`config.mk`:
```
export PLATFORM = sky130hd
export DESIGN_NAME = char_lcd_text_cursor_writer
export DESIGN_NICKNAME = d
export VERILOG_FILES = /design/src/design/lcdw_pkg.sv /design/src/design/lcdw_front.sv /design/src/design/lcdw_queue.sv /design/src/design/lcdw_back.sv /design/src/design/char_lcd_text_cursor_writer.sv
export SDC_FILE = /design/constraint.sdc
export NUM_CORES = 1
export LEC_CHECK = 0
export ABC_AREA = 0
export BUFFER_PORTS_ARGS = -buffer_cell sky130_fd_sc_hd__buf_4
export CORE_ASPECT_RATIO = 1.75
export CORE_MARGIN = 5
export CORE_UTILIZATION = 57
export DETAILED_ROUTE_END_ITERATION = 12
export PLACE_DENSITY = 0.75
export SYNTH_ARGS = -nofsm -noshare
export SYNTH_HDL_FRONTEND = slang
export SYNTH_SLANG_ARGS = --single-unit
export TNS_END_PERCENT = 50
```
`constraint.sdc`:
```
create_clock -name clk -period 8.6 [get_ports clk]
set_input_delay 1.72 -clock clk [delete_from_list [all_inputs] [get_ports clk]]
set_output_delay 1.72 -clock clk [all_outputs]
set_load 0.005 [all_outputs]
```
`src/design/lcdw_pkg.sv`:
```
package lcdw_pkg;

  localparam int QUEUE_DEPTH_DEF = 4;

  localparam logic [7:0] CH_NUL    = 8'h00;
  localparam logic [7:0] CH_BS     = 8'h08;
  localparam logic [7:0] CH_TAB    = 8'h09;
  localparam logic [7:0] CH_LF     = 8'h0A;
  localparam logic [7:0] CH_CR     = 8'h0D;
  localparam logic [7:0] CH_BSLASH = 8'h5C;

  localparam logic       MODE_CHAR = 1'b0;
  localparam logic       MODE_POS  = 1'b1;

  localparam logic       RS_CMD  = 1'b0;
  localparam logic       RS_DATA = 1'b1;

  localparam logic [7:0] TAB_STEP    = 8'd3;
  localparam logic [7:0] TAB_LIMIT   = 8'd15;
  localparam logic [7:0] CMD_SET_ADR = 8'h80;

  // One queued job: an optional data byte followed by an optional address command.
  typedef struct packed {
    logic       data_en;
    logic [7:0] data_byte;
    logic       addr_en;
    logic [7:0] addr_byte;
  } job_t;

  function automatic logic [7:0] make_addr(input logic [7:0] col, input logic row);
    make_addr = CMD_SET_ADR | {4'h0, col[3:0]} | {1'b0, row, 6'b0};
  endfunction

endpackage

```
`src/design/lcdw_front.sv`:
```
module lcdw_front (
  input  logic          clk,
  input  logic          rst,
  input  logic          in_valid,
  output logic          in_stall,
  input  logic          mode,
  input  logic [7:0]    char_code,
  input  logic [3:0]    start_column,
  input  logic          start_row,
  input  logic          queue_full,
  output logic          push,
  output lcdw_pkg::job_t push_job
);
  import lcdw_pkg::*;

  logic [7:0] cursor_column, cursor_column_next;
  logic       cursor_row, cursor_row_next;
  logic [7:0] tab_sum;
  logic [7:0] col_inc;
  logic       accept;
  job_t       job;

  assign in_stall = queue_full;
  assign accept   = in_valid && !queue_full;
  assign tab_sum  = cursor_column + TAB_STEP;
  assign col_inc  = cursor_column + 8'd1;

  always_comb begin
    cursor_column_next = cursor_column;
    cursor_row_next    = cursor_row;
    job                = '0;
    if (mode == MODE_POS) begin
      cursor_column_next = {4'h0, start_column};
      cursor_row_next    = start_row;
      job.addr_en        = 1'b1;
    end else begin
      unique case (char_code) inside
        CH_NUL, CH_BSLASH: begin
        end
        CH_CR: begin
          cursor_column_next = 8'd0;
          job.addr_en        = 1'b1;
        end
        CH_TAB: begin
          cursor_column_next = (tab_sum > TAB_LIMIT) ? TAB_LIMIT : tab_sum;
          job.addr_en        = 1'b1;
        end
        CH_BS: begin
          if (cursor_column[3:0] != 4'h0) begin
            cursor_column_next = cursor_column - 8'd1;
          end
          job.addr_en = 1'b1;
        end
        CH_LF: begin
          if (cursor_column[3:0] != 4'h0) begin
            cursor_column_next = cursor_column - 8'd1;
            cursor_row_next    = ~cursor_row;
            job.addr_en        = 1'b1;
          end
        end
        default: begin
          job.data_en        = 1'b1;
          job.data_byte      = char_code;
          cursor_column_next = col_inc;
          // Crossing a 16-column boundary moves to the other line.
          if (col_inc[3:0] == 4'h0) begin
            cursor_row_next = ~cursor_row;
            job.addr_en     = 1'b1;
          end
        end
      endcase
    end
    job.addr_byte = make_addr(cursor_column_next, cursor_row_next);
  end

  assign push     = accept && (job.data_en || job.addr_en);
  assign push_job = job;

  always_ff @(posedge clk) begin
    if (rst) begin
      cursor_column <= 8'd0;
      cursor_row    <= 1'b0;
    end else if (accept) begin
      cursor_column <= cursor_column_next;
      cursor_row    <= cursor_row_next;
    end
  end

endmodule

```
`src/design/lcdw_queue.sv`:
```
module lcdw_queue #(
  parameter int QueueDepth = lcdw_pkg::QUEUE_DEPTH_DEF
) (
  input  logic           clk,
  input  logic           rst,
  input  logic           push,
  input  lcdw_pkg::job_t push_job,
  output logic           full,
  input  logic           pop,
  output logic           empty,
  output lcdw_pkg::job_t head
);
  import lcdw_pkg::*;

  localparam int PtrW = (QueueDepth > 1) ? $clog2(QueueDepth) : 1;
  localparam int CntW = $clog2(QueueDepth + 1);

  job_t            mem [QueueDepth];
  logic [PtrW-1:0] wr_ptr, rd_ptr;
  logic [CntW-1:0] count;
  logic            do_push, do_pop;

  assign full    = (count == CntW'(QueueDepth));
  assign empty   = (count == '0);
  assign do_push = push && !full;
  assign do_pop  = pop && !empty;
  assign head    = mem[rd_ptr];

  always_ff @(posedge clk) begin
    if (do_push) begin
      mem[wr_ptr] <= push_job;
    end
  end

  always_ff @(posedge clk) begin
    if (rst) begin
      wr_ptr <= '0;
      rd_ptr <= '0;
      count  <= '0;
    end else begin
      if (do_push) begin
        wr_ptr <= (wr_ptr == PtrW'(QueueDepth - 1)) ? '0 : wr_ptr + 1'b1;
      end
      if (do_pop) begin
        rd_ptr <= (rd_ptr == PtrW'(QueueDepth - 1)) ? '0 : rd_ptr + 1'b1;
      end
      if (do_push && !do_pop) begin
        count <= count + 1'b1;
      end else if (do_pop && !do_push) begin
        count <= count - 1'b1;
      end
    end
  end

endmodule

```
`src/design/lcdw_back.sv`:
```
module lcdw_back (
  input  logic           clk,
  input  logic           rst,
  input  logic           queue_empty,
  input  lcdw_pkg::job_t head,
  output logic           pop,
  output logic           out_valid,
  input  logic           out_stall,
  output logic           reg_select,
  output logic [3:0]     nibble,
  output logic           last
);
  import lcdw_pkg::*;

  // pos[1] selects the second byte of a two-byte job, pos[0] the low nibble.
  logic [1:0] pos;
  logic       load;
  logic       sel_data;
  logic [7:0] cur_byte;
  logic       cur_last;

  assign load     = (!out_valid || !out_stall) && !queue_empty;
  assign sel_data = head.data_en && !pos[1];
  assign cur_byte = sel_data ? head.data_byte : head.addr_byte;
  assign cur_last = pos[0] && (pos[1] || !(head.data_en && head.addr_en));
  assign pop      = load && cur_last;

  always_ff @(posedge clk) begin
    if (rst) begin
      out_valid <= 1'b0;
      pos       <= 2'd0;
    end else begin
      if (load) begin
        out_valid <= 1'b1;
        pos       <= cur_last ? 2'd0 : pos + 2'd1;
      end else if (!out_stall) begin
        out_valid <= 1'b0;
      end
    end
  end

  always_ff @(posedge clk) begin
    if (load) begin
      reg_select <= sel_data ? RS_DATA : RS_CMD;
      nibble     <= pos[0] ? cur_byte[3:0] : cur_byte[7:4];
      last       <= cur_last;
    end
  end

endmodule

```
`src/design/char_lcd_text_cursor_writer.sv`:
```
// Each item's first nibble beat passes through the job queue and then the output register.
// Throughput: one nibble beat per cycle from the output register while out_stall is low
// and jobs are queued; an item causes two beats per byte, two or four in all, or none.
// A four-entry job queue lets the input side run ahead of the nibble sequencer.
// Synchronous reset clears the cursor to column 0, row 0 and empties the queue.
module char_lcd_text_cursor_writer #(
  parameter int QueueDepth = lcdw_pkg::QUEUE_DEPTH_DEF
) (
  input  logic       clk,
  input  logic       rst,
  input  logic       in_valid,
  output logic       in_stall,
  input  logic       mode,
  input  logic [7:0] char_code,
  input  logic [3:0] start_column,
  input  logic       start_row,
  output logic       out_valid,
  input  logic       out_stall,
  output logic       reg_select,
  output logic [3:0] nibble,
  output logic       last
);
  import lcdw_pkg::*;

  logic queue_full, queue_empty, push, pop;
  job_t push_job, head;

  lcdw_front u_front (
    .clk          (clk),
    .rst          (rst),
    .in_valid     (in_valid),
    .in_stall     (in_stall),
    .mode         (mode),
    .char_code    (char_code),
    .start_column (start_column),
    .start_row    (start_row),
    .queue_full   (queue_full),
    .push         (push),
    .push_job     (push_job)
  );

  lcdw_queue #(.QueueDepth(QueueDepth)) u_queue (
    .clk      (clk),
    .rst      (rst),
    .push     (push),
    .push_job (push_job),
    .full     (queue_full),
    .pop      (pop),
    .empty    (queue_empty),
    .head     (head)
  );

  lcdw_back u_back (
    .clk         (clk),
    .rst         (rst),
    .queue_empty (queue_empty),
    .head        (head),
    .pop         (pop),
    .out_valid   (out_valid),
    .out_stall   (out_stall),
    .reg_select  (reg_select),
    .nibble      (nibble),
    .last        (last)
  );

endmodule
```
==> results of run 1 <==
## synth_stat cells (all sizes together) (3+ instances only)
cell / n / area, um2
and2: 12 / 76.3
o22ai: 5 / 37.5
o211ai: 4 / 30.0
or4: 3 / 26.3
a22oi: 3 / 22.5
mux2i: 9 / 90.1
a211o: 4 / 35.0
clkbuf: 16 / 60.1
ha: 9 / 113
or3: 7 / 43.8
nor2b: 4 / 25.0
nand2: 18 / 67.6
a21oi: 20 / 104
and3: 6 / 37.5
a311oi: 3 / 26.3
a211oi: 5 / 50.1
nand3b: 3 / 22.5
mux4: 12 / 270
xnor2: 8 / 70.1
o21ai: 19 / 98.8
mux2: 3 / 33.8
edfxtp: 66 / 1980
or3b: 3 / 26.3
inv: 10 / 37.5
nand3: 10 / 50.1
nor2: 32 / 120
dfxtp: 21 / 420
nand4: 3 / 18.8
nor3: 4 / 25.0
nor3b: 3 / 22.5
nand4b: 3 / 26.3
nor4b: 3 / 32.5
## metrics by stage
step	cells	utilization
2_1_floorplan	357	-
3_3_place_gp	452	0.610
3_5_place_dp	452	0.610
4_1_cts	468	0.655
5_1_grt	468	0.655
6_report	468	0.655
## worst max-delay path: stages
cell and delay, ns:
buf_4 0.13, nor3b_1 0.74, a21oi_1 0.27, a21oi_2 0.40
ha_1 0.26, inv_1 0.06, fa_1 0.37, xor2_1 0.16
or3_1 0.31, a21oi_1 0.14
## kinds of logic after synthesis
kind of cell	after synthesis	synth area share
buffers and inverters	28	0.0249
AND/OR/NAND/NOR	124	0.162
multiplexers	24	0.0912
XOR/XNOR	10	0.0203
adder cells (fa/ha/maj)	10	0.0307
AO/OA/AOI/OAI	74	0.115
flip-flops	87	0.556
## sequential cells by signal (all words and copies together) (netlist names), named ones only
name and flops:
u_front.cursor_row 1, u_queue.mem 60, u_back.pos 2, u_back.nibble 4
u_back.last 1, u_front.cursor_column 8, u_back.reg_select 1, u_queue.count 3
u_back.out_valid 1, u_queue.rd_ptr 2, u_queue.wr_ptr 2
## final cells by class
type / instances / area, um2
inverters: 10 / 37.5
clock buffers: 12 / 289
clock inverters: 4 / 46.3
well taps: 88 / 110
repair buffers: 25 / 188
fillers: 558 / 2580
flip-flops and latches: 87 / 2400
multi-input cells: 242 / 1810
## per-layer routing
| metal | track usage | up-vias | part of all wire |
|---|---|---|---|
| met5 | 0 | - | 0 |
| met4 | 0.134 | 0 | 0.033 |
| met3 | 0.0410 | 22 | 0.037 |
| met2 | 0.379 | 99 | 0.57 |
| met1 | 0.232 | 1436 | 0.35 |
| li1 | - | 1402 | - |
## where the power goes
part	total [mW]	switching [mW]	internal, mW
clock	0.417	0.150	0.267
combinational	0.275	0.152	0.123
sequential	0.581	0.0478	0.534
## layout by cell type, fill, tap and decap left out, types with 6 or more instances in the layout
cell | synthesis | final
o21ai_0 | 17 | 17
and2_1 | 11 | 11
inv_1 | 9 | 9
edfxtp_1 | 66 | 66
nand2_1 | 18 | 18
nor2_1 | 32 | 32
buf_4 | 0 | 25
mux2i_1 | 9 | 9
a21oi_1 | 19 | 19
mux4_2 | 12 | 12
and3_1 | 6 | 6
clkbuf_16 | 0 | 11
ha_1 | 9 | 9
or3_1 | 7 | 7
xnor2_1 | 8 | 8
nand3_1 | 10 | 10
dfxtp_1 | 21 | 21
## final timing paths
| path | start | cells after the start | slack (ns) | endpoint |
|---|---|---|---|---|
| worst min-delay path | u_back.out_valid$_SDFFE_PP0P_ | 2 | 0.47 | u_back.out_valid$_SDFFE_PP0P_ |
| worst min register to register | u_back.out_valid$_SDFFE_PP0P_ | 2 | 0.47 | u_back.out_valid$_SDFFE_PP0P_ |
| worst max-delay path | char_code[4] | 10 | 4.29 | u_queue.count[2]$_SDFFE_PP0P_ |
| worst max register to register | u_front.cursor_column[0]$_SDFFE_PP0P_ | 12 | 5.33 | u_queue.count[2]$_SDFFE_PP0P_ |
==> metrics.log, run 1 <==
INFO  metric post_place_cell_area = 0.00455 mm2
INFO  metric antenna_found_initial = 0
INFO  metric placement_rows = 42
INFO  metric synth_enable_flop_cells = 66
INFO  metric timing.setup.tns = 0 ns
INFO  metric synthesis.area = 0.00432 mm2
INFO  metric antenna_violation_net_count_after_detailed_routing = 0
INFO  metric max_slew_margin = 0.403
INFO  metric seq_area_frac_synth = 0.556
INFO  metric final.min_clock_period = 4.31 ns
INFO  metric synth_flop_cell = edfxtp_1
INFO  metric cts.sink_count = 87
INFO  metric worst_skew_pair.late_latency = 0.33 ns
INFO  metric worstPathRequired = 8.87 ns
INFO  metric post_synth.cell_area_avg = 12.1 um2
INFO  metric insertedDiodeCount = 0
INFO  metric total_cts_buffers = 9
INFO  metric io_buffer_count = 25
INFO  metric postCtsHoldBufs = 0
INFO  metric drt-total-wl = 9.57 mm
INFO  metric layout-area-overhead-vs-synth = 13.0%
INFO  metric hpwlAfterDp = 7.13 mm
INFO  metric worstPathArrival = 4.58 ns
INFO  metric grt_overflow = 0
INFO  metric layout-drive-gt1-share = 0.174
INFO  metric worst_hold_slack = 0.475 ns
INFO  metric max_clock_freq = 232 MHz
INFO  metric gp_congestion = 1.01
INFO  metric cap_violations = 0
INFO  metric num_io_pins = 26
INFO  metric largest_net_degree_at_the_start_of_global_routing = 20
INFO  metric syn-instance-count = 357
INFO  metric rsz0062_at_grt = no
INFO  metric yosys_register_bits = 87
INFO  metric timing.hold.worst.class = reg -> reg
INFO  metric global_route.usage.total = 0.219
INFO  metric via_count = 2959
INFO  metric pre_cts_ws = 3.98 ns
INFO  metric cts_resized = 0
INFO  metric post_cts_buffers = 0
INFO  metric asyncSetResetFlopFracSynth = 0
INFO  metric drt-initial-drc-count = 192
INFO  metric report.final.hold_viol_count = 0
INFO  metric drc = 0
INFO  metric dr.pass1.iters = 4
INFO  metric worstSetupEndpointType = flop
INFO  metric tightest_slew = 0.893 ns
INFO  metric clock_slew_at_reported_path_ffs = 0.06 ns
INFO  metric dieArea = 0.00949 mm2
INFO  metric design_area = 0.00489 mm2
INFO  metric critical_path_peak_fanout = 8
INFO  metric setup_viol_count_final = 0
INFO  metric fin_worst_skew = 0.00983 ns
INFO  metric synth_warnings = 0
INFO  metric chipWidth = 75.8 um
INFO  metric global_route_wire_length_before_repair = 15.2 mm
INFO  metric layout.nets = 403
INFO  metric root_buffer_selected_by_cts = clkbuf_16
INFO  metric slew_violations = 0
INFO  metric p_leak = 1.69 nW
INFO  metric fin_total_pwr = 1.27 mW
INFO  metric grt_pass1_vias = 3079
INFO  metric timing.setup.critical_path_class = in -> reg
INFO  metric power-per-cell-area = 261 mW/mm2
INFO  metric cts_tree = yes
INFO  metric finalWorstSetupSlack = 4.29 ns
INFO  metric syn-num-nets = 385
INFO  metric htreeDepth = 3
INFO  metric clockBufferDepth = 2
INFO  metric design.core.area = 0.00746 mm2
INFO  metric post_drt_wl_per_cell = 20.4 um
INFO  metric min_period_over_period = 0.501
INFO  metric peakVddDrop = 0.000150 V
INFO  metric vias_per_cell = 6.32
INFO  metric outcome = finished, final reports clean
INFO  metric die_height = 125 um
INFO  metric initial_core_util = 0.579
INFO  metric critPathLaunchType = input pin
INFO  metric post_synth_num_cell_types = 65
Power figures use the tool's default switching activity.
==> run 2, diff against run 1 <==
--- a/config.mk
+++ b/config.mk
@@ -5,13 +5,13 @@
 export SDC_FILE = /design/constraint.sdc
 export NUM_CORES = 1
 export LEC_CHECK = 0
-export ABC_AREA = 0
+export ABC_AREA = 1
 export BUFFER_PORTS_ARGS = -buffer_cell sky130_fd_sc_hd__buf_4
 export CORE_ASPECT_RATIO = 1.75
 export CORE_MARGIN = 5
-export CORE_UTILIZATION = 57
+export CORE_UTILIZATION = 55
 export DETAILED_ROUTE_END_ITERATION = 12
-export PLACE_DENSITY = 0.75
+export PLACE_DENSITY = 0.76
 export SYNTH_ARGS = -nofsm -noshare
 export SYNTH_HDL_FRONTEND = slang
 export SYNTH_SLANG_ARGS = --single-unit
==> constraint.sdc (replaced) <==
create_clock -name clk -period 3.8 [get_ports clk]
set_input_delay 0.76 -clock clk [delete_from_list [all_inputs] [get_ports clk]]
set_output_delay 0.76 -clock clk [all_outputs]
set_load 0.005 [all_outputs]
==> run 2 against run 1 <==
Effect of this change:
- hold slack gained 0.031 ns
- sequential cell count is the same
- combinational power grew to 3.3 times the previous value
- sequential power increased by 130%
- final area up 1.7%
- critical path type is now reg -> reg
- critical endpoint unchanged
==> metrics.log, run 2 <==
INFO  metric peakVddDrop = 0.000299 V (was 0.000150 V)
INFO  metric chipWidth = 77.4 um (was 75.8 um)
INFO  metric insertedDiodeCount = 0 (unchanged)
INFO  metric antenna_violation_net_count_after_detailed_routing = 0 (unchanged)
INFO  metric critPathLaunchType = flop (was input pin)
INFO  metric min_period_over_period = 0.786
INFO  metric drc = 0 (unchanged)
INFO  metric hpwlAfterDp = 7.12 mm (was 7.13 mm)
INFO  metric num_io_pins = 26 (unchanged)
INFO  metric worst_skew_pair.late_latency = 0.34 ns (was 0.33 ns)
INFO  metric synth_simple_gate_area_share = 0.219 (was 0.162)
INFO  metric dieArea = 0.00989 mm2 (was 0.00949 mm2)
INFO  metric total_cts_buffers = 9 (unchanged)
INFO  metric fin_worst_skew = 0.00695 ns (was 0.00983 ns)
INFO  metric synth_most_common_cell = nand2_1 (was edfxtp_1)
INFO  metric place.detailed.instances = 584 (was 452)
INFO  metric post_synth_num_cell_types = 40 (was 65)
INFO  metric drt-total-wl = 9.81 mm (was 9.57 mm)
INFO  metric cts.sink_count = 87 (unchanged)
INFO  metric die_height = 128 um (was 125 um)
INFO  metric finish.utilization = 0.633 (was 0.655)
INFO  metric fin_total_pwr = 3.16 mW (was 1.27 mW)
INFO  metric largest_net_degree_at_the_start_of_global_routing = 25 (was 20)
INFO  metric layout.nets = 533 (was 403)
INFO  metric via_count = 3405 (was 2959)
INFO  metric root_buffer_selected_by_cts = clkbuf_16 (unchanged)
INFO  metric placement_rows = 43 (was 42)
INFO  metric drt-initial-drc-count = 258 (was 192)
INFO  metric initial_core_util = 0.556 (was 0.579)
INFO  metric grt_overflow = 0 (unchanged)
INFO  metric synth_flop_cell = edfxtp_1 (unchanged)
INFO  metric largest_registers = u_queue.mem: 60 flops, u_front.cursor_column: 8 flops, u_back.nibble: 4 flops (unchanged)
INFO  metric synthTopCellsByCount = nand2_1, nor2_1, edfxtp_1 (was edfxtp_1, nor2_1, dfxtp_1)
INFO  metric cts_resized = 0 (unchanged)
INFO  metric worstPathArrival = 3.21 ns (was 4.58 ns)
INFO  metric largest_register_ffs = 60 (unchanged)
INFO  metric post_drt_wl_per_cell = 16.4 um (was 20.4 um)
INFO  metric dr.pass1.iters = 5 (was 4)
INFO  metric p_leak = 2.08 nW (was 1.69 nW)
INFO  metric syn-instance-count = 477 (was 357)
INFO  metric post-synth-top-area-fraction = 0.454 (was 0.458)
INFO  metric io_buffer_count = 25 (unchanged)
INFO  metric layout-area-overhead-vs-synth = 13.8% (was 13.0%)
INFO  metric final_cell_count_no_fill = 600 (was 468)
INFO  metric post_synth.cell_area_avg = 9.16 um2 (was 12.1 um2)
INFO  metric fillcell_total = 623 (was 558)
INFO  metric rsz0062_at_grt = no (unchanged)
INFO  metric worstPathRequired = 4.03 ns (was 8.87 ns)
INFO  metric registers.top_by_ff_count = u_queue.mem (unchanged)
INFO  metric timing.setup.tns = 0 ns (unchanged)
INFO  metric max_clock_freq = 335 MHz
INFO  metric design.core.area = 0.00786 mm2 (was 0.00746 mm2)
INFO  metric global_route_wire_length_before_repair = 16.0 mm (was 15.2 mm)
INFO  metric post_place_cell_area = 0.00465 mm2 (was 0.00455 mm2)
INFO  metric power.share.sequential = 0.419 (was 0.457)
INFO  metric timing.setup.critical_path_class = reg -> reg (was in -> reg)
INFO  metric grt_pass1_vias = 3433 (was 3079)
INFO  metric max_slew_margin = 0.625 (was 0.403)
INFO  metric netSwitchingFraction = 0.337 (was 0.275)
INFO  metric synthesis.area = 0.00437 mm2 (was 0.00432 mm2)
INFO  metric yosys_register_bits = 87 (unchanged)
INFO  metric timing.hold.worst.class = reg -> reg (unchanged)
INFO  metric post_cts_buffers = 0 (unchanged)
INFO  metric antenna_found_initial = 0 (unchanged)
INFO  metric cap_violations = 0 (unchanged)
INFO  metric synth.mux.area_fraction = 0 (was 0.0912)
INFO  metric finalWorstSetupSlack = 0.812 ns (was 4.29 ns)
INFO  metric slew_violations = 0 (unchanged)
INFO  metric synth_compound_area_frac = 0.133 (was 0.115)
INFO  metric synth_warnings = 0 (unchanged)
INFO  metric syn-num-nets = 505 (was 385)
INFO  metric global_route.usage.total = 0.209 (was 0.219)
INFO  metric clock_slew_at_reported_path_ffs = 0.06 ns (about the same)
INFO  metric seq_area_frac_synth = 0.550 (was 0.556)
INFO  metric gp_congestion = 0.911 (was 1.01)
INFO  metric clockBufferDepth = 2 (unchanged)
INFO  metric outcome = finished, final reports clean (unchanged)
INFO  metric layout-drive-gt1-share = 0.159 (was 0.174)
INFO  metric setup_viol_count_final = 0 (unchanged)
INFO  metric power-per-cell-area = 636 mW/mm2 (was 261 mW/mm2)
INFO  metric synth_xor_xnor_area_share = 0.00602 (was 0.0203)
INFO  metric p_int = 2.10 mW (was 0.923 mW)
INFO  metric final.min_clock_period = 2.99 ns
INFO  metric cts_tree = yes (unchanged)
INFO  metric worst_hold_slack = 0.505 ns (was 0.475 ns)
INFO  metric most_common_cell_after_layout_fill_and_taps_aside = nand2_1 (was edfxtp_1)
INFO  metric synth_enable_flop_cells = 66 (unchanged)
INFO  metric largest_cells_by_area_after_synthesis = edfxtp_1, dfxtp_1, nand2_1, nor2_1, o21ai_0 (was edfxtp_1, dfxtp_1, mux4_2, nor2_1, ha_1)
INFO  metric layout_common_cells = nand2_1, nor2_1, edfxtp_1 (was edfxtp_1, nor2_1, buf_4)
INFO  metric synth_fa_ha_area_frac = 0.0304 (was 0.0307)
INFO  metric postCtsHoldBufs = 0 (unchanged)
INFO  metric synth_largest_area_cell = edfxtp_1 (unchanged)
INFO  metric vias_per_cell = 5.68 (was 6.32)
INFO  metric worstSetupEndpointType = flop (unchanged)
INFO  metric report.final.hold_viol_count = 0 (unchanged)
INFO  metric comb_power_share = 0.288 (was 0.216)
INFO  metric tightest_slew = 0.559 ns (was 0.893 ns)
INFO  metric htreeDepth = 3 (unchanged)
INFO  metric design_area = 0.00497 mm2 (was 0.00489 mm2)
INFO  metric asyncSetResetFlopFracSynth = 0 (unchanged)
INFO  metric critical_path_peak_fanout = 16 (was 8)
INFO  metric pre_cts_ws = 0.699 ns (was 3.98 ns)
INFO  metric total_switching_power = 1.06 mW (was 0.350 mW)
INFO  metric p_clk_frac = 0.293 (was 0.328)
INFO  metric dominant_combinational_cell_family_by_area_after_synthesis = simple AND/OR/NAND/NOR gates (unchanged)
[run 2: cell count changes after synthesis, moves of 9 or more]
cell | before | now
and2_1 | 11 | 0
inv_1 | 9 | 46
mux2i_1 | 9 | 0
mux4_2 | 12 | 0
nand2_1 | 18 | 82
nand3_1 | 10 | 25
nor2_1 | 32 | 76
o21ai_0 | 17 | 49
[run 2: final timing paths]
path / cells past startpoint / slack (ns) / endpoint / from
max: 13 / 0.81 / u_queue.count[2]$_SDFFE_PP0P_ / flop
min: 2 / 0.51 / u_queue.count[1]$_SDFFE_PP0P_ / u_queue.count[1]$_SDFFE_PP0P_
max reg2reg: 13 / 0.81 / u_queue.count[2]$_SDFFE_PP0P_ / flop
min reg2reg: 2 / 0.51 / u_queue.count[1]$_SDFFE_PP0P_ / u_queue.count[1]$_SDFFE_PP0P_
[run 2: critical path, cell delays in order (launching register included)]
cell and delay, ns:
dfxtp_1 0.66, inv_2 0.27, nor2_1 0.16, o21ai_1 0.10
a21oi_2 0.34, nand2_1 0.15, nand2_2 0.12, ha_1 0.16
inv_1 0.07, fa_1 0.38, a21oi_1 0.15, o21ai_0 0.11
o21ai_0 0.15, a21oi_1 0.05
[run 2: cells by family after synthesis]
kind of cell	after synthesis
flip-flops	87
XOR/XNOR	3
AND/OR/NAND/NOR	208
adder cells (fa/ha/maj)	10
buffers and inverters	68
AO/OA/AOI/OAI	101
[run 2: power by group through the flow]
stage          clock, mW  sequential, mW  combinational [mW]
6_report           0.926            1.32               0.909
5_1_grt            0.988            1.34                1.02
4_1_cts            0.942            1.33               0.909
3_5_place_dp           0            1.34               0.903
3_3_place_gp           0            1.34               0.874
2_1_floorplan          0            1.30               0.641
[run 2: final cells by class]
class / instances / area [um2] / share of cell area
clock buffer: 10 / 250 / 0.0503
clock inverter: 6 / 72.6 / 0.0146
inverter: 54 / 203 / 0.0408
multi-input combinational: 322 / 1700 / 0.342
sequential: 87 / 2400 / 0.483
tap: 90 / 113 / 0.0227
timing repair buffer: 31 / 233 / 0.0468
[run 2: metal layers]
metal / track usage / up-vias / part of all wire
met2: 0.385 / 107 / 0.55
met4: 0.135 / 0 / 0.048
met5: 0 / - / 0
met1: 0.208 / 1591 / 0.36
li1: - / 1668 / -
met3: 0.0408 / 39 / 0.037
